### src/rtl/angle_pair_histogram_distance_top_assert.svh
// ----------------------------------------------------------------------------
// Angle pair histogram distance: assertion macros
// Shorthand for the concurrent checks at the end of the top level.
// ----------------------------------------------------------------------------
`ifndef ANGLE_PAIR_HISTOGRAM_DISTANCE_TOP_ASSERT_SVH
`define ANGLE_PAIR_HISTOGRAM_DISTANCE_TOP_ASSERT_SVH

// same-cycle implication, checked outside reset
`define APHD_ASSERT_NOW(name, ante, cons, msg) \
	name: assert property (@(posedge clk) disable iff (!arst_n) (ante) |-> (cons)) \
		else $error(msg);

// next-cycle implication, checked outside reset
`define APHD_ASSERT_NEXT(name, ante, cons, msg) \
	name: assert property (@(posedge clk) disable iff (!arst_n) (ante) |=> (cons)) \
		else $error(msg);

`endif

### src/rtl/aphd_pkg.sv
// ----------------------------------------------------------------------------
// aphd_pkg
// Shared widths, request codes and control structs of the angle pair histogram.
// ----------------------------------------------------------------------------
package aphd_pkg;

	localparam int REQ_W      = 2;
	localparam int ANGLE_W    = 20;
	localparam int IDX_IN_W   = 3;
	localparam int COUNT_W    = 16;
	localparam int ENTRY_W    = 24;
	localparam int ABS_W      = 22;
	localparam int SQ_W       = 38;
	localparam int SQ_TERM_W  = 2 * COUNT_W;
	// widest bin index on one axis (up to 64 bins)
	localparam int IDX_W      = 6;

	localparam int BINS_PER_AXIS_DEF   = 8;
	localparam int ANGLE_FRAC_BITS_DEF = 16;

	localparam logic [REQ_W-1:0] REQ_ADD   = 2'd0;
	localparam logic [REQ_W-1:0] REQ_CLEAR = 2'd1;
	localparam logic [REQ_W-1:0] REQ_CMP   = 2'd2;

	localparam logic [COUNT_W-1:0] COUNT_MAX = '1;
	localparam logic [ENTRY_W-1:0] ENTRY_MAX = '1;
	localparam logic [ABS_W-1:0]   ABS_MAX   = '1;
	localparam logic [SQ_W-1:0]    SQ_MAX    = '1;

	typedef struct packed {
		logic load;      // capture the input item
		logic rd;        // read the addressed bin
		logic calc;      // form new count and difference terms
		logic clr_step;  // zero one bin of the store
		logic commit;    // update totals, write back, present the result
	} aphd_cmd_t;

	typedef struct packed {
		logic is_clear;  // captured item is a clear request
		logic clr_last;  // sweep is at the final bin
		logic out_free;  // result register can take a new item
	} aphd_status_t;

endpackage

### src/rtl/aphd_ctrl.sv
// ----------------------------------------------------------------------------
// aphd_ctrl
// Sequencer: reset sweep, item capture, read, compute and commit steps.
// ----------------------------------------------------------------------------
module aphd_ctrl
	import aphd_pkg::*;
(
	input  logic         clk,
	input  logic         arst_n,
	input  logic         in_valid,
	output logic         in_ready,
	input  aphd_status_t status,
	output aphd_cmd_t    cmd
);

	localparam logic [2:0] ST_CLR  = 3'd0;
	localparam logic [2:0] ST_IDLE = 3'd1;
	localparam logic [2:0] ST_READ = 3'd2;
	localparam logic [2:0] ST_CALC = 3'd3;
	localparam logic [2:0] ST_FIN  = 3'd4;

	logic [2:0] state_q;
	logic [2:0] state_d;
	logic       init_q;

	always_comb begin
		state_d = state_q;
		unique case (state_q)
			ST_CLR: begin
				if (status.clr_last)
					state_d = init_q ? ST_IDLE : ST_FIN;
			end
			ST_IDLE: begin
				if (in_valid)
					state_d = ST_READ;
			end
			ST_READ: begin
				state_d = status.is_clear ? ST_CLR : ST_CALC;
			end
			ST_CALC: begin
				state_d = ST_FIN;
			end
			ST_FIN: begin
				if (status.out_free)
					state_d = ST_IDLE;
			end
			default: begin
				state_d = ST_CLR;
			end
		endcase
	end

	always_ff @(posedge clk or negedge arst_n) begin
		if (!arst_n) begin
			state_q <= ST_CLR;
			init_q  <= 1'b1;
		end else begin
			state_q <= state_d;
			// drop the power-up flag once the first sweep ends
			if (state_q == ST_CLR && status.clr_last)
				init_q <= 1'b0;
		end
	end

	assign in_ready     = (state_q == ST_IDLE);
	assign cmd.load     = (state_q == ST_IDLE) && in_valid;
	assign cmd.rd       = (state_q == ST_READ);
	assign cmd.calc     = (state_q == ST_CALC);
	assign cmd.clr_step = (state_q == ST_CLR);
	assign cmd.commit   = (state_q == ST_FIN) && status.out_free;

endmodule

### src/rtl/aphd_dp.sv
// ----------------------------------------------------------------------------
// aphd_dp
// Bin store, angle binning, saturating totals and distance accumulators.
// ----------------------------------------------------------------------------
module aphd_dp
	import aphd_pkg::*;
#(
	parameter int BINS_PER_AXIS   = BINS_PER_AXIS_DEF,
	parameter int ANGLE_FRAC_BITS = ANGLE_FRAC_BITS_DEF
) (
	input  logic                clk,
	input  logic                arst_n,
	input  aphd_cmd_t           cmd,
	output aphd_status_t        status,
	input  logic [REQ_W-1:0]    req_type,
	input  logic [ANGLE_W-1:0]  alpha_angle,
	input  logic [ANGLE_W-1:0]  beta_angle,
	input  logic [IDX_IN_W-1:0] bin_row,
	input  logic [IDX_IN_W-1:0] bin_col,
	input  logic [COUNT_W-1:0]  ref_count,
	input  logic                last_element,
	output logic                out_valid,
	input  logic                out_ready,
	output logic [ENTRY_W-1:0]  entry_total,
	output logic [COUNT_W-1:0]  peak_count,
	output logic [COUNT_W-1:0]  bin_value,
	output logic [ABS_W-1:0]    abs_distance,
	output logic [SQ_W-1:0]     sq_distance,
	output logic                distance_done
);

	localparam int N_BINS = BINS_PER_AXIS * BINS_PER_AXIS;
	localparam int AW     = $clog2(N_BINS);
	localparam int FW     = ANGLE_FRAC_BITS;
	localparam int PW     = FW + 7;
	localparam int XW     = 2 * IDX_W;
	localparam logic [AW-1:0] LAST_BIN = AW'(N_BINS - 1);

	// bin store
	logic [COUNT_W-1:0] store_mem [N_BINS];
	logic [COUNT_W-1:0] mem_rd_q;
	logic               mem_we;
	logic [AW-1:0]      mem_wa;
	logic [COUNT_W-1:0] mem_wd;
	logic [AW-1:0]      clr_cnt_q;

	// captured item
	logic [REQ_W-1:0]   req_q;
	logic [IDX_W-1:0]   row_q;
	logic [IDX_W-1:0]   col_q;
	logic               inrange_q;
	logic [COUNT_W-1:0] ref_q;
	logic               last_q;

	// compute stage
	logic [COUNT_W-1:0]   cnt_s1;
	logic [COUNT_W-1:0]   d_s1;
	logic [SQ_TERM_W-1:0] sq_s1;

	// architectural totals
	logic [ENTRY_W-1:0] entry_q;
	logic [COUNT_W-1:0] peak_q;
	logic [ABS_W-1:0]   abs_q;
	logic [SQ_W-1:0]    sq_q;
	logic               out_valid_q;

	logic [FW+ANGLE_W-1:0] alpha_ext, beta_ext;
	logic [PW-1:0]         alpha_prod, beta_prod;
	logic [IDX_W-1:0]      row_d, col_d;
	logic                  inrange_d;
	logic [XW-1:0]         flat_idx;
	logic [AW-1:0]         addr;
	logic [COUNT_W-1:0]    h;
	logic [COUNT_W-1:0]    d;
	logic [ABS_W:0]        abs_sum;
	logic [SQ_W:0]         sq_sum;
	logic [ABS_W-1:0]      abs_new;
	logic [SQ_W-1:0]       sq_new;
	logic [ENTRY_W-1:0]    entry_inc;

	// wrap modulo one turn, then scale to a sector index
	assign alpha_ext  = {{FW{1'b0}}, alpha_angle};
	assign beta_ext   = {{FW{1'b0}}, beta_angle};
	assign alpha_prod = PW'(alpha_ext[FW-1:0]) * PW'(BINS_PER_AXIS);
	assign beta_prod  = PW'(beta_ext[FW-1:0]) * PW'(BINS_PER_AXIS);

	always_comb begin
		if (req_type == REQ_CMP) begin
			row_d     = IDX_W'(bin_row);
			col_d     = IDX_W'(bin_col);
			inrange_d = (int'(bin_row) < BINS_PER_AXIS) && (int'(bin_col) < BINS_PER_AXIS);
		end else begin
			row_d     = alpha_prod[FW +: IDX_W];
			col_d     = beta_prod[FW +: IDX_W];
			inrange_d = 1'b1;
		end
	end

	always_ff @(posedge clk) begin
		if (cmd.load) begin
			req_q     <= req_type;
			row_q     <= row_d;
			col_q     <= col_d;
			inrange_q <= inrange_d;
			ref_q     <= ref_count;
			last_q    <= last_element;
		end
	end

	assign flat_idx = XW'(row_q) * XW'(BINS_PER_AXIS) + XW'(col_q);
	assign addr     = flat_idx[AW-1:0];

	assign mem_we = cmd.clr_step || (cmd.commit && req_q == REQ_ADD);
	assign mem_wa = cmd.clr_step ? clr_cnt_q : addr;
	assign mem_wd = cmd.clr_step ? '0 : cnt_s1;

	always_ff @(posedge clk) begin
		if (mem_we)
			store_mem[mem_wa] <= mem_wd;
		if (cmd.rd)
			mem_rd_q <= store_mem[addr];
	end

	always_ff @(posedge clk or negedge arst_n) begin
		if (!arst_n) begin
			clr_cnt_q <= '0;
		end else if (cmd.clr_step) begin
			clr_cnt_q <= (clr_cnt_q == LAST_BIN) ? '0 : clr_cnt_q + AW'(1);
		end
	end

	// out-of-range compare bins read as empty
	assign h = inrange_q ? mem_rd_q : '0;
	assign d = (h >= ref_q) ? h - ref_q : ref_q - h;

	always_ff @(posedge clk) begin
		if (cmd.calc) begin
			case (req_q)
				REQ_ADD: cnt_s1 <= (h == COUNT_MAX) ? h : h + COUNT_W'(1);
				REQ_CMP: cnt_s1 <= h;
				default: cnt_s1 <= '0;
			endcase
			d_s1  <= d;
			sq_s1 <= SQ_TERM_W'(d) * SQ_TERM_W'(d);
		end
	end

	assign abs_sum   = {1'b0, abs_q} + (ABS_W+1)'(d_s1);
	assign sq_sum    = {1'b0, sq_q} + (SQ_W+1)'(sq_s1);
	assign abs_new   = abs_sum[ABS_W] ? ABS_MAX : abs_sum[ABS_W-1:0];
	assign sq_new    = sq_sum[SQ_W] ? SQ_MAX : sq_sum[SQ_W-1:0];
	assign entry_inc = (entry_q == ENTRY_MAX) ? entry_q : entry_q + ENTRY_W'(1);

	always_ff @(posedge clk or negedge arst_n) begin
		if (!arst_n) begin
			entry_q <= '0;
			peak_q  <= '0;
			abs_q   <= '0;
			sq_q    <= '0;
		end else if (cmd.commit) begin
			case (req_q)
				REQ_ADD: begin
					entry_q <= entry_inc;
					if (cnt_s1 > peak_q)
						peak_q <= cnt_s1;
				end
				REQ_CLEAR: begin
					entry_q <= '0;
					peak_q  <= '0;
				end
				REQ_CMP: begin
					abs_q <= last_q ? '0 : abs_new;
					sq_q  <= last_q ? '0 : sq_new;
				end
				default: begin
				end
			endcase
		end
	end

	// result register
	always_ff @(posedge clk or negedge arst_n) begin
		if (!arst_n) begin
			out_valid_q <= 1'b0;
		end else if (cmd.commit) begin
			out_valid_q <= 1'b1;
		end else if (out_ready) begin
			out_valid_q <= 1'b0;
		end
	end

	always_ff @(posedge clk) begin
		if (cmd.commit) begin
			case (req_q)
				REQ_ADD: begin
					entry_total <= entry_inc;
					peak_count  <= (cnt_s1 > peak_q) ? cnt_s1 : peak_q;
				end
				REQ_CLEAR: begin
					entry_total <= '0;
					peak_count  <= '0;
				end
				default: begin
					entry_total <= entry_q;
					peak_count  <= peak_q;
				end
			endcase
			// a clear skips the compute step, so its bin count is forced empty
			bin_value     <= (req_q == REQ_CLEAR) ? '0 : cnt_s1;
			abs_distance  <= (req_q == REQ_CMP) ? abs_new : abs_q;
			sq_distance   <= (req_q == REQ_CMP) ? sq_new : sq_q;
			distance_done <= (req_q == REQ_CMP) && last_q;
		end
	end

	assign out_valid       = out_valid_q;
	assign status.is_clear = (req_q == REQ_CLEAR);
	assign status.clr_last = (clr_cnt_q == LAST_BIN);
	assign status.out_free = !out_valid_q || out_ready;

endmodule

### src/rtl/angle_pair_histogram_distance_top.sv
// ----------------------------------------------------------------------------
// angle_pair_histogram_distance_top
// 2D angle pair histogram with saturating totals and distance to a reference.
// ----------------------------------------------------------------------------
//
//  channel   handshake             payload
//  -------   -------------------   ---------------------------------------------
//  input     in_valid / in_ready   req_type, alpha_angle, beta_angle, bin_row,
//                                  bin_col, ref_count, last_element
//  result    out_valid / out_ready entry_total, peak_count, bin_value,
//                                  abs_distance, sq_distance, distance_done
//
//  An add, compare or unused item runs through capture, bin store read,
//  compute and commit before the next item is accepted; the bin store read is
//  registered and the write-back of an add follows it at commit.
//  A clear item runs through capture, read, a sweep of the store one bin a
//  cycle, then commit. After reset the same sweep runs with in_ready low.
//  A result waits in its output register; a stalled result holds the commit
//  step, and the next item is accepted as soon as the sequencer is idle.
//
module angle_pair_histogram_distance_top
	import aphd_pkg::*;
#(
	parameter int BINS_PER_AXIS   = BINS_PER_AXIS_DEF,
	parameter int ANGLE_FRAC_BITS = ANGLE_FRAC_BITS_DEF
) (
	input  logic                clk,
	input  logic                arst_n,
	// input items
	input  logic                in_valid,
	output logic                in_ready,
	input  logic [REQ_W-1:0]    req_type,
	input  logic [ANGLE_W-1:0]  alpha_angle,
	input  logic [ANGLE_W-1:0]  beta_angle,
	input  logic [IDX_IN_W-1:0] bin_row,
	input  logic [IDX_IN_W-1:0] bin_col,
	input  logic [COUNT_W-1:0]  ref_count,
	input  logic                last_element,
	// result items
	output logic                out_valid,
	input  logic                out_ready,
	output logic [ENTRY_W-1:0]  entry_total,
	output logic [COUNT_W-1:0]  peak_count,
	output logic [COUNT_W-1:0]  bin_value,
	output logic [ABS_W-1:0]    abs_distance,
	output logic [SQ_W-1:0]     sq_distance,
	output logic                distance_done
);

	aphd_cmd_t    cmd;
	aphd_status_t status;

	// sequencer: owns the step order and the handshake on the input side
	aphd_ctrl u_ctrl (
		.clk      (clk),
		.arst_n   (arst_n),
		.in_valid (in_valid),
		.in_ready (in_ready),
		.status   (status),
		.cmd      (cmd)
	);

	// datapath: bin store, arithmetic and the result register
	aphd_dp #(
		.BINS_PER_AXIS   (BINS_PER_AXIS),
		.ANGLE_FRAC_BITS (ANGLE_FRAC_BITS)
	) u_dp (
		.clk           (clk),
		.arst_n        (arst_n),
		.cmd           (cmd),
		.status        (status),
		.req_type      (req_type),
		.alpha_angle   (alpha_angle),
		.beta_angle    (beta_angle),
		.bin_row       (bin_row),
		.bin_col       (bin_col),
		.ref_count     (ref_count),
		.last_element  (last_element),
		.out_valid     (out_valid),
		.out_ready     (out_ready),
		.entry_total   (entry_total),
		.peak_count    (peak_count),
		.bin_value     (bin_value),
		.abs_distance  (abs_distance),
		.sq_distance   (sq_distance),
		.distance_done (distance_done)
	);

	`include "angle_pair_histogram_distance_top_assert.svh"

	// never take an item while the store is being swept or a result committed
	`APHD_ASSERT_NOW(a_idle_no_work, in_ready, !cmd.clr_step && !cmd.commit, "busy while ready")
	// a commit must find the result register free
	`APHD_ASSERT_NOW(a_commit_free, cmd.commit, status.out_free, "result overwritten")
	// every commit presents a result in the next cycle
	`APHD_ASSERT_NEXT(a_commit_shows, cmd.commit, out_valid, "result not presented")

endmodule
### config.mk
export PLATFORM = sky130hd
export DESIGN_NAME = angle_pair_histogram_distance_top
export DESIGN_NICKNAME = d
export VERILOG_FILES = /design/src/rtl/aphd_pkg.sv /design/src/rtl/aphd_ctrl.sv /design/src/rtl/aphd_dp.sv /design/src/rtl/angle_pair_histogram_distance_top.sv
export VERILOG_INCLUDE_DIRS = /design/src /design/src/rtl
export SDC_FILE = /design/constraint.sdc
export NUM_CORES = 2
export LEC_CHECK = 0
export ABC_CLOCK_PERIOD_IN_PS = 7700
export BUFFER_PORTS_ARGS = -buffer_cell sky130_fd_sc_hd__buf_2
export CAP_MARGIN = 20
export CORE_MARGIN = 2
export CORE_UTILIZATION = 40
export DETAILED_ROUTE_END_ITERATION = 7
export SLEW_MARGIN = 10
export SYNTH_ARGS = -nofsm -noshare
export SYNTH_HDL_FRONTEND = slang
export SYNTH_SLANG_ARGS = --single-unit
### constraint.sdc
create_clock -name clk -period 7.7 [get_ports clk]
set_clock_uncertainty 0.05 [all_clocks]
set_input_delay 1.54 -clock clk [delete_from_list [all_inputs] [get_ports clk]]
set_output_delay 1.54 -clock clk [all_outputs]
set_load 0.02 [all_outputs]
==> impl_metrics.ini <==
[critical_path]
rr_worst_depth = 34
r2r-end = u_dp.sq_s1[30]$_DFFE_PN_
end_kind = flop
arrival_ns = 9.02
ff2ff_setup_slack_ns = -0.85
required_ns = 8.17
cp_slowest_cell = fa_1
critPathKind = reg -> reg
crit_path_frequent_cell = fa_1
reg2reg_from = u_dp.mem_rd_q[0]$_DFFE_PN_
startpoint_type = flop
crit_fanout = 7
cp_slowest_stage_delay_ns = 0.55

[clock_network]
htree_levels = 4
ctsLongestPathBuffers = 3
cts_tree = built
cts.sinks = 1355
cts_buffers = 142
clk_root_buffer_cell = clkbuf_16
clk-insertion-delay-late_ns = 0.80
path_clk_slew_ns = 0.07

[min_path]
whs_path_depth = 1
hp-start = u_ctrl.init_q$_DFFE_PN1P_
min_to = u_ctrl.init_q$_DFFE_PN1P_
hold_path_class = reg -> reg

[die]
core_area_sq_um = 160000
io_pins = 188
rows = 147
start_util_pct = 40.1
die_h_um = 405
dieArea_sq_um = 164000
die_w_um = 405

[synth]
synth_ff_type = edfxtp_1
ys_seq_area_share_pct = 62.5
synth_cell_types = 93
synth_nets = 4508
syn-mean-instance-area_sq_um = 15.7
synth-edff-count = 1244
synth_top_area_share_pct = 58.2
synth_largest_area_cell = edfxtp_1
syn_inst = 4079
yosys.cell_count.top_type = edfxtp_1
synth.area.top_cells = edfxtp_1 (58%), mux4_2 (12%), fa_1 (5.1%), dfrtp_1 (4.3%), ha_1 (3.8%)
ys_top_cells_by_count = edfxtp_1 (1244), mux4_2 (336), nand2_1 (310)
async_flop_share_pct = 8.19
synth_area_sq_um = 64200
synth_warnings = 0
synth-seq-cells = 1355

[sta]
drv_slew = 0
rsz0062_at_grt = yes
period_needed_ns = 8.55
hold_viol_final = 0
worst_pin_slew_ns = 1.05
setup_viol = 14
finalCritPeriodShare_pct = 111
relSlewSlack_pct = 30.2
setup_ws_ns = -0.855
fmax_mhz = 117

[drt]
drc = 0
drt-total-wl_mm = 157
drt-vias-per-instance = 5.45
wl_per_cell_um = 23.0
dr_total_vias = 37100
drtPass1Iterations = 6
drtIter0Drc = 3905
ant_nets = 0

[placement]
place_congestion = 0.868
placed_cell_area_sq_um = 70000
dp_hpwl_mm = 102
portBuffers = 153

[global_route]
grt_pass1_vias = 36700
grt_util_all_layers_pct = 19.2
grt_max_degree = 134
grt-ovfl-total = 0
grt_pass1_wl_mm = 235
antenna_found_initial = 12

[cells_and_area]
syn_to_final_growth_pct = 17.4
layout-drive-gt1-share_pct = 27.7
fin_area_sq_um = 75400
nets = 5039

[status]
status = complete, but fails checks
violations = setup timing

[flow_run]
drv_cap = 0
==> cell usage in the layout (no fill, tap or decap), types with 17 or more instances in the layout <==
cell       instances
buf_2            152
clkbuf_1          31
a21oi_1          104
nand2_2           20
a31oi_1           24
o21ai_0          125
xor2_1            44
nand3_1           42
inv_1            275
clkinv_2          18
nand2_1          297
a21o_1            55
dfrtp_1          110
buf_4            382
nor3_1            33
inv_2             24
ha_1             178
o31ai_1           29
clkinv_1          36
a22o_1            20
nor2_1           247
o21a_1            24
fa_1             157
clkbuf_16        142
mux2i_1           17
nor2b_1           25
buf_6             23
nand4_1           26
mux4_2           336
edfxtp_1        1244
a221o_1           25
xnor2_1           62
nor2_2            18
and3_1            29
==> worst max-delay path by stage <==
stage	start	endpoint	cells past startpoint
3_3_place_gp	u_dp.mem_rd_q[0]$_DFFE_PN_	u_dp.sq_s1[31]$_DFFE_PN_	33
5_1_grt	u_dp.mem_rd_q[0]$_DFFE_PN_	u_dp.sq_s1[30]$_DFFE_PN_	34
3_5_place_dp	u_dp.mem_rd_q[0]$_DFFE_PN_	u_dp.sq_s1[25]$_DFFE_PN_	36
4_1_cts	u_dp.mem_rd_q[0]$_DFFE_PN_	u_dp.sq_s1[30]$_DFFE_PN_	36
6_report	u_dp.mem_rd_q[0]$_DFFE_PN_	u_dp.sq_s1[30]$_DFFE_PN_	34
2_1_floorplan	u_dp.mem_rd_q[0]$_DFFE_PN_	u_dp.sq_s1[30]$_DFFE_PN_	33
==> metal layers <==
metal | GRT usage, % | part of all wire (%)
met5 | 0 | 0.029
met4 | 4.48 | 1.9
met3 | 3.07 | 6.9
met2 | 29.0 | 45
met1 | 29.1 | 46
==> area by class of cell <==
cell class / count / area (sq um)
Clock buffer: 174 / 3680
Antenna cell: 7 / 17.5
Tap cell: 2086 / 2610
Timing Repair Buffer: 566 / 4070
Sequential cell: 1355 / 40100
Fill cell: 13600 / 84600
Inverter: 307 / 1170
Multi-Input combinational cell: 2238 / 22900
Clock inverter: 78 / 800
==> logic make-up after synthesis <==
family / count (synthesis) / share of synthesized area (%)
compound gates: 561 / 5.86
flops: 1355 / 62.5
xor+xnor: 112 / 1.57
mux: 362 / 12.2
simple gates: 843 / 5.94
fa+ha+maj: 360 / 8.94
buf+inv: 486 / 2.98
==> stage by stage <==
step,instances,setup TNS [ns],setup WS (ns),utilization [%],hold WS [ns]
5_1_grt,6804,-13.08,-1.17,47.1,0.464
3_3_place_gp,6522,-9.50,-0.946,43.7,0.427
2_1_floorplan,4079,-3.11,-0.588,-,0.413
6_report,6811,-7.65,-0.855,47.1,0.448
4_1_cts,6793,-8.83,-0.922,46.8,0.449
3_5_place_dp,6523,-10.90,-1.08,43.7,0.439
==> state kept, by name, indices dropped and copies added, names as in the netlist <==
signal / cells
u_dp.last_q: 1
u_ctrl.init_q: 1
u_dp.bin_value: 16
u_dp.d_s1: 15
u_dp.row_q: 3
u_dp.peak_q: 16
u_dp.distance_done: 1
u_dp.entry_total: 24
u_ctrl.state_q: 3
u_dp.store_mem: 1024
u_dp.mem_rd_q: 16
u_dp.col_q: 3
u_dp.sq_distance: 38
u_dp.req_q: 2
u_dp.abs_q: 22
u_dp.abs_distance: 22
u_dp.cnt_s1: 16
u_dp.out_valid: 1
u_dp.sq_q: 38
u_dp.sq_s1: 31
u_dp.ref_q: 16
u_dp.clr_cnt_q: 6
u_dp.peak_count: 16
u_dp.entry_q: 24
==> what timing repair did <==
action                                  in CTS  in global routing
hold buffers                                 0                  0
resized for setup                           49                107
setup buffers                               18                 12
pin swaps                                   21                 76
endpoints found under the setup margin      19                 21
cloned                                       0                  0
==> worst max-delay path, delay by kind of cell, from the launching register on <==
kind,cells,cell delay [ns]
AOI/OAI and AO/OA,13,2.69
adders and majority gates,9,3.69
buffers and inverters,7,0.56
DFF,1,0.40
muxes,1,0.15
and+or+nand+nor,4,0.75
Power is left out: the tool's default activity adds up to more than one toggle a clock period on the data nets, which glitch-free logic cannot reach.
